**config.mk**
```make
export PLATFORM = sky130hd
export DESIGN_NAME = ssem_instruction_step_unit
export DESIGN_NICKNAME = d
export VERILOG_FILES = /design/src/design/ssem_pkg.sv /design/src/design/ssem_store.sv /design/src/design/ssem_core.sv /design/src/design/ssem_instruction_step_unit.sv
export SDC_FILE = /design/constraint.sdc
export NUM_CORES = 2
export LEC_CHECK = 0
export ABC_AREA = 1
export BUFFER_PORTS_ARGS = -buffer_cell sky130_fd_sc_hd__buf_4
export CORE_MARGIN = 4
export CORE_UTILIZATION = 56
export CTS_CLUSTER_DIAMETER = 80
export DETAILED_ROUTE_END_ITERATION = 12
export MAX_ROUTING_LAYER = met4
export PLACE_DENSITY_LB_ADDON = 0.12
export SLEW_MARGIN = 25
export SYNTH_ARGS = -nofsm -noshare
export SYNTH_HDL_FRONTEND = slang
export SYNTH_SLANG_ARGS = --single-unit
```
**constraint.sdc**
```tcl
create_clock -name i_clk -period 7 [get_ports i_clk]
set_input_delay 1.4 -clock i_clk [delete_from_list [all_inputs] [get_ports i_clk]]
set_output_delay 1.4 -clock i_clk [all_outputs]
set_load 0.01 [all_outputs]
```
**src/design/ssem_pkg.sv**
```systemverilog
// Shared types and constants for the SSEM instruction step unit.
// No dependencies; imported by every module of the block.
package ssem_pkg;

    localparam int STORE_WORDS = 32;
    localparam int LINE_W      = $clog2(STORE_WORDS);
    localparam int WORD_W      = 32;
    localparam int OP_W        = 3;
    localparam int OP_LSB      = 13;

    typedef enum logic [1:0] {
        ACT_WRITE = 2'd0,
        ACT_READ  = 2'd1,
        ACT_STEP  = 2'd2,
        ACT_SETCC = 2'd3
    } t_action;

    typedef enum logic [OP_W-1:0] {
        OP_JMP  = 3'd0,
        OP_JRP  = 3'd1,
        OP_LDN  = 3'd2,
        OP_STO  = 3'd3,
        OP_SUB  = 3'd4,
        OP_SUB2 = 3'd5,
        OP_CMP  = 3'd6,
        OP_STP  = 3'd7
    } t_opcode;

    typedef struct packed {
        t_action             action;
        logic [LINE_W-1:0]   address;
        logic [WORD_W-1:0]   data;
    } t_item;

    typedef struct packed {
        logic                en;
        logic                we;
        logic [LINE_W-1:0]   addr;
        logic [WORD_W-1:0]   wdata;
    } t_mem_req;

    typedef struct packed {
        logic                stopped;
        logic [OP_W-1:0]     opcode;
        logic [WORD_W-1:0]   counter;
        logic signed [WORD_W-1:0] acc;
        logic [WORD_W-1:0]   read_data;
    } t_result;

endpackage

```
**src/design/ssem_store.sv**
```systemverilog
// Main store: single-port synchronous RAM with a registered read.
// Depends on ssem_pkg. Per-word valid bits make unwritten words read as zero.
module ssem_store
    import ssem_pkg::*;
(
    input  logic                i_clk,
    input  logic                i_rst_n,
    input  t_mem_req            i_req,
    output logic [WORD_W-1:0]   o_rdata
);

    logic [WORD_W-1:0]      r_mem [STORE_WORDS];
    logic [STORE_WORDS-1:0] r_vld;
    logic [WORD_W-1:0]      r_rdata;
    logic                   r_rvld;

    always_ff @(posedge i_clk) begin
        if (!i_rst_n) begin
            r_vld <= '0;
        end else if (i_req.en && i_req.we) begin
            r_vld[i_req.addr] <= 1'b1;
        end
    end

    always_ff @(posedge i_clk) begin
        if (i_req.en) begin
            if (i_req.we) begin
                r_mem[i_req.addr] <= i_req.wdata;
            end else begin
                r_rdata <= r_mem[i_req.addr];
                r_rvld  <= r_vld[i_req.addr];
            end
        end
    end

    // read data holds until the next read
    assign o_rdata = r_rvld ? r_rdata : '0;

endmodule

```
**src/design/ssem_core.sv**
```systemverilog
// Sequencer and machine registers (counter, accumulator, halt) with result register.
// Depends on ssem_pkg; drives the store port of ssem_store.
module ssem_core
    import ssem_pkg::*;
(
    input  logic                i_clk,
    input  logic                i_rst_n,
    input  logic                i_item_valid,
    input  t_item               i_item,
    output logic                o_take,
    output t_mem_req            o_req,
    input  logic [WORD_W-1:0]   i_rdata,
    output logic                o_out_valid,
    input  logic                i_out_ready,
    output t_result             o_out
);

    typedef enum logic [1:0] {
        ST_IDLE,
        ST_READ,
        ST_INSTR,
        ST_OPER
    } t_state;

    t_state              r_state, n_state;
    logic [WORD_W-1:0]   r_pc, n_pc;
    logic [WORD_W-1:0]   r_acc, n_acc;
    logic                r_halt, n_halt;
    t_opcode             r_op, n_op;
    logic                r_out_valid;
    t_result             r_out;

    logic                slot_free;
    logic                emit;
    logic [WORD_W-1:0]   res_rd;
    t_opcode             res_op;
    t_opcode             dec_op;

    assign slot_free = !r_out_valid || i_out_ready;
    assign dec_op    = t_opcode'(i_rdata[OP_LSB +: OP_W]);

    always_comb begin
        n_state = r_state;
        n_pc    = r_pc;
        n_acc   = r_acc;
        n_halt  = r_halt;
        n_op    = r_op;
        o_req   = '0;
        o_take  = 1'b0;
        emit    = 1'b0;
        res_rd  = '0;
        res_op  = OP_JMP;
        case (r_state)
            ST_IDLE: begin
                if (i_item_valid && slot_free) begin
                    o_take = 1'b1;
                    case (i_item.action)
                        ACT_WRITE: begin
                            o_req.en    = 1'b1;
                            o_req.we    = 1'b1;
                            o_req.addr  = i_item.address;
                            o_req.wdata = i_item.data;
                            emit        = 1'b1;
                        end
                        ACT_READ: begin
                            o_req.en   = 1'b1;
                            o_req.addr = i_item.address;
                            n_state    = ST_READ;
                        end
                        ACT_STEP: begin
                            if (r_halt) begin
                                emit = 1'b1;
                            end else begin
                                n_pc       = r_pc + 1'b1;
                                o_req.en   = 1'b1;
                                o_req.addr = n_pc[LINE_W-1:0];
                                n_state    = ST_INSTR;
                            end
                        end
                        default: begin
                            n_pc   = i_item.data;
                            n_halt = 1'b0;
                            emit   = 1'b1;
                        end
                    endcase
                end
            end
            ST_READ: begin
                if (slot_free) begin
                    res_rd = i_rdata;
                    emit   = 1'b1;
                end
            end
            ST_INSTR: begin
                // instruction word on i_rdata
                if (slot_free) begin
                    n_op   = dec_op;
                    res_op = dec_op;
                    case (dec_op)
                        OP_STO: begin
                            o_req.en    = 1'b1;
                            o_req.we    = 1'b1;
                            o_req.addr  = i_rdata[LINE_W-1:0];
                            o_req.wdata = r_acc;
                            emit        = 1'b1;
                        end
                        OP_CMP: begin
                            if (r_acc[WORD_W-1]) begin
                                n_pc = r_pc + 1'b1;
                            end
                            emit = 1'b1;
                        end
                        OP_STP: begin
                            n_halt = 1'b1;
                            emit   = 1'b1;
                        end
                        default: begin
                            o_req.en   = 1'b1;
                            o_req.addr = i_rdata[LINE_W-1:0];
                            n_state    = ST_OPER;
                        end
                    endcase
                end
            end
            ST_OPER: begin
                // operand word on i_rdata
                if (slot_free) begin
                    res_op = r_op;
                    emit   = 1'b1;
                    case (r_op)
                        OP_JMP:  n_pc  = i_rdata;
                        OP_JRP:  n_pc  = r_pc + i_rdata;
                        OP_LDN:  n_acc = '0 - i_rdata;
                        default: n_acc = r_acc - i_rdata;
                    endcase
                end
            end
            default: begin
                n_state = ST_IDLE;
            end
        endcase
        if (emit) begin
            n_state = ST_IDLE;
        end
    end

    always_ff @(posedge i_clk) begin
        if (!i_rst_n) begin
            r_state     <= ST_IDLE;
            r_pc        <= '0;
            r_acc       <= '0;
            r_halt      <= 1'b0;
            r_op        <= OP_JMP;
            r_out_valid <= 1'b0;
        end else begin
            r_state <= n_state;
            r_pc    <= n_pc;
            r_acc   <= n_acc;
            r_halt  <= n_halt;
            r_op    <= n_op;
            if (emit) begin
                r_out_valid <= 1'b1;
            end else if (i_out_ready) begin
                r_out_valid <= 1'b0;
            end
        end
    end

    always_ff @(posedge i_clk) begin
        if (emit) begin
            r_out.read_data <= res_rd;
            r_out.acc       <= n_acc;
            r_out.counter   <= n_pc;
            r_out.opcode    <= res_op;
            r_out.stopped   <= n_halt;
        end
    end

    assign o_out_valid = r_out_valid;
    assign o_out       = r_out;

endmodule

```
**src/design/ssem_instruction_step_unit.sv**
```systemverilog
// SSEM instruction step unit: top level, input buffer and stream ports.
// Depends on ssem_pkg, ssem_store and ssem_core.
//
// Small-scale experimental machine core with a 32 x 32-bit store, a 32-bit
// control counter, a 32-bit two's-complement accumulator and a halt flag.
// Each input transfer carries an action in s_axis_tuser: write a store word,
// read a store word, execute one instruction, or load the control counter
// (which also clears halt). Every input transfer gives exactly one output
// transfer holding the read word (zero unless a read), the accumulator,
// the counter, the opcode executed (zero for loader actions and for a step
// refused while halted) and the halt flag. A step first bumps the counter,
// fetches the word at its low five bits, then runs JMP/JRP/LDN/STO/SUB/CMP/STP
// with wrapping arithmetic. Store words read as zero until written; no
// clearing pass is needed after reset. Timing: everything goes through the
// single-port store, one access per cycle, with registered read data.
// A store write, a counter load or a refused step needs no store read; a
// store read, STO, CMP and STP wait for one read; JMP, JRP, LDN and SUB
// do instruction fetch, operand read, execute. A one-entry input buffer and
// a result register let a new item be taken while the previous result waits.
module ssem_instruction_step_unit
    import ssem_pkg::*;
(
    input  logic         i_clk,
    input  logic         i_rst_n,
    // slave side
    input  logic         s_axis_tvalid,
    output logic         s_axis_tready,
    input  logic [39:0]  s_axis_tdata,   // [4:0] address, [36:5] data, [39:37] zero
    input  logic [1:0]   s_axis_tuser,   // [1:0] action
    // master side
    output logic         m_axis_tvalid,
    input  logic         m_axis_tready,
    output logic [103:0] m_axis_tdata    // [31:0] read_data, [63:32] accumulator_value,
                                         // [95:64] counter_value, [98:96] executed_opcode,
                                         // [99] stopped, [103:100] zero
);

    logic      r_buf_valid;
    t_item     r_buf;
    logic      take;
    t_mem_req  mem_req;
    logic [WORD_W-1:0] mem_rdata;
    logic      out_valid;
    t_result   out_res;

    // buffer frees in the same cycle the core takes it
    assign s_axis_tready = !r_buf_valid || take;

    always_ff @(posedge i_clk) begin
        if (!i_rst_n) begin
            r_buf_valid <= 1'b0;
        end else if (s_axis_tvalid && s_axis_tready) begin
            r_buf_valid <= 1'b1;
        end else if (take) begin
            r_buf_valid <= 1'b0;
        end
    end

    always_ff @(posedge i_clk) begin
        if (s_axis_tvalid && s_axis_tready) begin
            r_buf.action  <= t_action'(s_axis_tuser);
            r_buf.address <= s_axis_tdata[LINE_W-1:0];
            r_buf.data    <= s_axis_tdata[LINE_W +: WORD_W];
        end
    end

    ssem_store u_store (
        .i_clk   (i_clk),
        .i_rst_n (i_rst_n),
        .i_req   (mem_req),
        .o_rdata (mem_rdata)
    );

    ssem_core u_core (
        .i_clk        (i_clk),
        .i_rst_n      (i_rst_n),
        .i_item_valid (r_buf_valid),
        .i_item       (r_buf),
        .o_take       (take),
        .o_req        (mem_req),
        .i_rdata      (mem_rdata),
        .o_out_valid  (out_valid),
        .i_out_ready  (m_axis_tready),
        .o_out        (out_res)
    );

    assign m_axis_tvalid = out_valid;
    assign m_axis_tdata  = {4'b0000, out_res.stopped, out_res.opcode, out_res.counter,
                            out_res.acc, out_res.read_data};

endmodule

```
# [Word level (Yosys, flattened, before mapping)]
# Memory sizes are Yosys's and may differ from the RTL's. A register that Yosys moved wholly into a read port is not among the register bits.
# Index checks and enable logic that the tools add are counted.
[classes] n_eq_ne=15 reduce_logical=25 bitwise=3 n_lt_le_gt_ge=2 n_addsub=4 n_mux=60
[ops] operator="two-way mux 32 bit" count=11
[ops] operator="one-hot mux 32 bit (2 select lines)" count=3
[ops] operator="one-hot mux 32 bit (3 select lines)" count=1
[ops] operator="two-way mux 39 bit" count=2
[ops] operator="one-hot mux 39 bit (2 select lines)" count=1
[ops] operator="adder 32 x 1 -> 32 bit (second input constant)" count=1
[ops] operator="adder 32 bit" count=1
[ops] operator="OR 32 bit" count=1
[ops] operator="subtractor 1 x 32 -> 32 bit (first input constant)" count=1
[ops] operator="subtractor 32 bit" count=1
[ops] operator="two-way mux 1 bit" count=24
[ops] operator="two-way mux 5 bit" count=2
[ops] operator="one-hot mux 5 bit (2 select lines)" count=1
[ops] operator="OR reduction 2 bit" count=5
[ops] operator="two-way mux 2 bit" count=4
[ops] operator="one-hot mux 2 bit (2 select lines)" count=2
[ops] operator="== test 2 bit (second input constant)" count=3
[ops] operator="== test 3 x 2 -> 1 bit (second input constant)" count=2
[ops] operator="== test 3 bit (second input constant)" count=2
[ops] operator="< comparator 5 x 6 -> 1 bit (second input constant)" count=1
[ops] operator="two-way mux 3 bit" count=2
[ops] operator="inequality test 3 bit (second input constant)" count=2
[ops] operator="one-hot mux 1 bit (2 select lines)" count=3
[ops] operator="one-hot mux 3 bit (2 select lines)" count=1
[ops] operator="other kinds (18)" count=32
[word_totals] wordCells=127 ramBits=1024 reg_bits=244 mem_count=1
[mem_list] memory="u_store.r_mem" words=32 width=32 read_ports=1 rd_clocked_by_memory_dff=1 wr=1 line_no="ssem_store.sv:12" source="logic [WORD_W-1:0] r_mem [STORE_WORDS];"

# [Longest topological paths before layout]
[depth] depth_word=11 mapped_depth=23 depth_no_buf=22

# [Hierarchy]
# From an unflattened synthesis, not the netlist that was laid out.
[hier_totals] hier_cells=6546 area_unflattened_um2=60070.1
[modules_own_cells] module="ssem_store" area_per_inst_um2=45021.9 cells_each=4382 n_inst=1
[modules_own_cells] module="ssem_core" area_per_inst_um2=13792.0 cells_each=2113 n_inst=1
[modules_own_cells] module="ssem_instruction_step_unit" area_per_inst_um2=1256.2 cells_each=51 n_inst=1

# [Worst setup path before layout]
# OpenSTA, ideal clock, no wires.
[synth_path] path_type="input to register" start="input m_axis_tready" end="register u_core.r_state[0]" arrival_time_ns=7.449 path_slack_ns=-0.586 cell_stages=7 path_cell_list="inv_1 > nand2_2 > inv_1 > clkbuf_1 > o22ai_1 > or2_2 > a221oi_1"
[synth_between] elab_chain_cells=5 elab_cells_between_ends=10 classes_between="eq/ne (2); mux (4); reduce/logical (4)"
[synth_lines] item="start, declared" line_no="ssem_instruction_step_unit.sv:32" source="input logic m_axis_tready,"
[synth_lines] item="logical OR 1 bit *" line_no="ssem_core.sv:39" source="assign slot_free = !r_out_valid || i_out_ready;"
[synth_lines] item="logical AND 1 bit" line_no="ssem_core.sv:55" source="if (i_item_valid && slot_free) begin"
[synth_lines] item="two-way mux 1 bit" line_no="ssem_core.sv:55"
[synth_lines] item="one-hot mux 1 bit (3 select lines) *" line_no="ssem_core.sv:53" source="case (r_state)"
[synth_lines] item="via u_core.emit" line_no="ssem_core.sv:34" source="logic emit;"
[synth_lines] item="OR reduction 2 bit (no line) *"
[synth_lines] item="end signal, assigned" line_no="ssem_core.sv:156" source="r_state <= n_state;"
[synth_lines] item="end, declared" line_no="ssem_core.sv:25" source="t_state r_state, n_state;"
# The timed path passes the listed nets; every way through them passes the cells marked *.
# A chain may end at the register's enable or synchronous reset.

# [Final worst setup path]
[layout_path] start="register r_buf[38] in the netlist's numbering" end="memory u_store.r_mem[17][9] (enable)"
[layout_between] elab_chain_cells=7 elab_cells_between_ends=12 classes_between="eq/ne (2); mux (8); reduce/logical (2)"
[layout_lines] item="start, declared" line_no="ssem_instruction_step_unit.sv:39" source="t_item r_buf;"
[layout_lines] item="== test 2 x 1 -> 1 bit / zero test 2 bit (equally long branches)" line_no="ssem_core.sv:57" source="case (i_item.action)"
[layout_lines] item="OR reduction 2 bit (no line) / two-way mux 1 bit (equally long branches)"
[layout_lines] item="one-hot mux 1 bit (2 select lines) / two-way mux 39 bit (equally long branches)" line_no="ssem_core.sv:57, ssem_core.sv:55"
[layout_lines] item="two-way mux 39 bit *" line_no="ssem_core.sv:55"
[layout_lines] item="one-hot mux 39 bit (2 select lines) *" line_no="ssem_core.sv:53"
[layout_lines] item="two-way mux 1 bit" line_no="ssem_store.sv:26" source="if (i_req.en) begin"
[layout_lines] item="two-way mux 1 bit (implied by the code)" line_no="ssem_store.sv:28" source="r_mem[i_req.addr] <= i_req.wdata;"
[layout_lines] item="end, declared" line_no="ssem_store.sv:12"
# Every way passes the cells marked *; elsewhere a longest branch is shown, timed or not.

==> reports/metrics.yaml <==
clock_tree:
  numCtsBuffers: 135
  root_buffer: "clkbuf_16"
  post_cts_buffers: 0
  cts_hold_buf: 0
  tritoncts: "done"
  ctsHtreeMaxLevel: 4
  path_clk_slew_ns: 0.06
  cts_sinks: 1300
  clk_latency_ns: 0.76
  post_cts_resize_count: 0
  clk_path_buf_depth: 3
worst_hold_path:
  holdPathStages: 1
  hold_path_class: "flip-flop to flip-flop"
  holdCritStartpoint: "u_store.r_vld[19]"
placed_design:
  place_ws_ns: 1.49
  dp_hpwl_mm: 122
  io_buffer_count: 144
  place_congestion: 1.03
setup_path:
  worstPathRequired_ns: 7.40
  setup.worst_path.class: "flip-flop to flip-flop"
  r2r_start: "r_buf[38]"
  r2r_cells: 14
  path_max_fanout: 18
  cp-startpoint: "r_buf[38]"
  crit_arrival_ns: 5.47
  cp-start-kind: "flip-flop"
  critPathCaptureType: "flip-flop"
yosys:
  synth_warnings: 0
  synth_cell_types: 55
  synth-edff-count: 1196
  synth_top_cell_area_share: 0.637
  synth_ff_type: "edfxtp_1"
  synth_seq_area_share: 0.674
  synth_top_area_cell: "edfxtp_1"
  synth.area.mux_share: 0
  synth_compound_area_frac: 0.0847
  synth-async-reset-ratio: 0
  syn_avg_cell_area_sq_um: 10.8
  syn_area_sq_um: 56400
  synth-simple-area-share: 0.185
  synthAdderAreaFrac: 0.00577
  synthCells: 5244
  yosys.cell_count.top_type: "nand2_1"
  synth_xor_area_frac: 0.00311
  synth_top_family_by_area: "simple AND/OR/NAND/NOR gates"
  ys_top_cells_by_area: "edfxtp_1 64%, nand2_1 11%, dfxtp_1 3.7%, a22oi_1 3.3%, inv_1 2.6%"
  ys_seq_elements: 1300
  synthTopCellsByCount: "1715 x nand2_1, 1196 x edfxtp_1, 397 x inv_1, 281 x nor2_1, 268 x nand3_1"
sta:
  final_hold_viol_count: 0
  max-slew-margin-rel: 0.275
  finalCritPeriodShare: 0.725
  tightest_slew_ns: 1.08
  setup_viol: 0
  finalWorstSetupSlack_ns: 1.93
  max_freq_ghz: 0.197
  setup_tns_ns: 0
  slew_viol_final: 0
  rsz0062_at_grt: "no"
  min_period_ns: 5.07
  fin_skew_ns: 0.0606
drt:
  wl_per_cell_um: 27.4
  drc_errors: 0
  via_per_inst: 6.06
  ant_nets: 0
  drt-initial-drc-count: 5106
  wirelength_mm: 187
  drt_first_pass_iters: 8
  dr_total_vias: 41372
global_routing:
  grt_pass1_wl_mm: 269
  grt_max_degree: 155
  grt_overflow: 0
  grt_usage: 0.360
  grt_pass1_vias: 38957
  grt_antenna_before_repair: 5
final_layout:
  n_fill_cell: 7853
  layout-drive-gt1-share: 0.103
  layout.nets: 5483
  syn_to_final_growth_pct: 13.9
floorplanning:
  boundaryPins: 152
  start_util: 0.564
  core-area_sq_um: 100000
  fp.dieH_um: 325
  dieArea_sq_um: 106000
  num_rows: 116
  die_x_um: 325
flow_run:
  maxCapViolCount: 0
power:
  leakagePower_nw: 24.1
  vdd_ir_drop_max_v: 0.000300
  pwr_density_cell_nw_per_um2: 274
status:
  status: "finished, final reports clean"
[critical path, stage by stage, from the launching register on]
cell and delay [ns]:
edfxtp_1 0.65, nand2_1 0.38, buf_4 0.35, inv_1 0.43, nand2_1 0.13, nand2_1 0.11
nand2_1 0.06, nand2_1 0.29, inv_2 0.08, nor2_4 0.40, nand2_1 0.48, inv_1 0.24
nand2_1 0.08, inv_2 0.61, buf_4 0.36
[final cells by class]
| cell class | instances | area [sq um] | area share |
|---|---|---|---|
| sequential | 1300 | 38000 | 0.592 |
| multi-input combinational | 3291 | 16100 | 0.251 |
| clock buffer | 172 | 3620 | 0.0564 |
| timing repair buffer | 254 | 2350 | 0.0365 |
| tap | 1298 | 1620 | 0.0253 |
| inverter | 429 | 1620 | 0.0252 |
| clock inverter | 75 | 905 | 0.0141 |
| antenna | 3 | 7.51 | 0.000117 |
[sequential cells by signal, indices dropped and copies added, names as in the netlist, 3 cells and up]
| signal | cells |
|---|---|
| u_store.r_mem | 1024 |
| u_core.o_out | 100 |
| r_buf | 39 |
| u_core.r_acc | 32 |
| u_core.r_pc | 32 |
| u_store.r_rdata | 32 |
| u_store.r_vld | 32 |
| u_core.r_op | 3 |
[power breakdown]
group / total [mW] / internal [mW] / switching, mW / leakage [nW]
sequential: 8.70 / 8.58 / 0.116 / 11.2
clock: 7.29 / 4.29 / 3.00 / 2.20
combinational: 1.60 / 0.445 / 1.15 / 10.7
total: 17.6 / 13.3 / 4.27 / 24.1
[worst paths after layout]
path | endpoint | slack (ns)
max reg2reg | u_store.r_mem[17][9] | 1.93
min | u_store.r_vld[19] | 0.46
min reg2reg | u_store.r_vld[19] | 0.46
max | u_store.r_mem[17][9] | 1.93
[cell usage in the layout (no fill, tap or decap), types with 11 or more instances in the layout]
| cell | count |
|---|---|
| a21oi_1 | 178 |
| a221oi_1 | 17 |
| a22oi_1 | 251 |
| a31oi_1 | 11 |
| buf_12 | 32 |
| buf_4 | 220 |
| bufinv_16 | 16 |
| clkbuf_1 | 30 |
| clkbuf_16 | 138 |
| clkinv_1 | 30 |
| clkinv_2 | 19 |
| dfxtp_1 | 104 |
| edfxtp_1 | 1196 |
| ha_1 | 26 |
| inv_1 | 393 |
| inv_2 | 30 |
| nand2_1 | 1714 |
| nand3_1 | 268 |
| nand4_1 | 134 |
| nor2_1 | 263 |
| nor2_4 | 26 |
| nor3_1 | 42 |
| nor3b_1 | 21 |
| o211ai_1 | 32 |
| o21a_1 | 23 |
| o21ai_0 | 111 |
| o221ai_1 | 28 |
| o22ai_1 | 14 |
| o22ai_2 | 13 |
| xor2_1 | 19 |
[per-layer routing]
layer | GRT usage | share of wire | up-vias | wire length (um)
li1 | - | - | 18666 | -
met1 | 0.466 | 0.39 | 19958 | 72300
met2 | 0.554 | 0.46 | 2278 | 86100
met3 | 0.0564 | 0.090 | 470 | 16800
met4 | 0.192 | 0.065 | 0 | 12100
met5 | - | 0 | - | 0
[through the flow]
step	utilization	instances	power, mW	area, sq um	hold WS, ns
6_report	0.642	6822	17.6	64200	0.463
5_1_grt	0.642	6821	18.1	64200	0.478
4_1_cts	0.641	6817	17.6	64100	0.467
3_5_place_dp	0.596	6570	10.4	59600	0.453
3_3_place_gp	0.596	6570	10.4	59600	0.447
2_1_floorplan	-	5247	9.75	56400	0.441
[cells by family (layout without fill, tap and decap cells)]
family,count (synthesis),count (layout)
buffers and inverters,656,930
other,1,7
DFF,1300,1300
adders and majority gates,26,26
AOI/OAI and AO/OA,732,732
and+or+nand+nor,2509,2509
xor gates and xnor gates,20,20
Note: power is estimated with default switching activity, not from simulation.
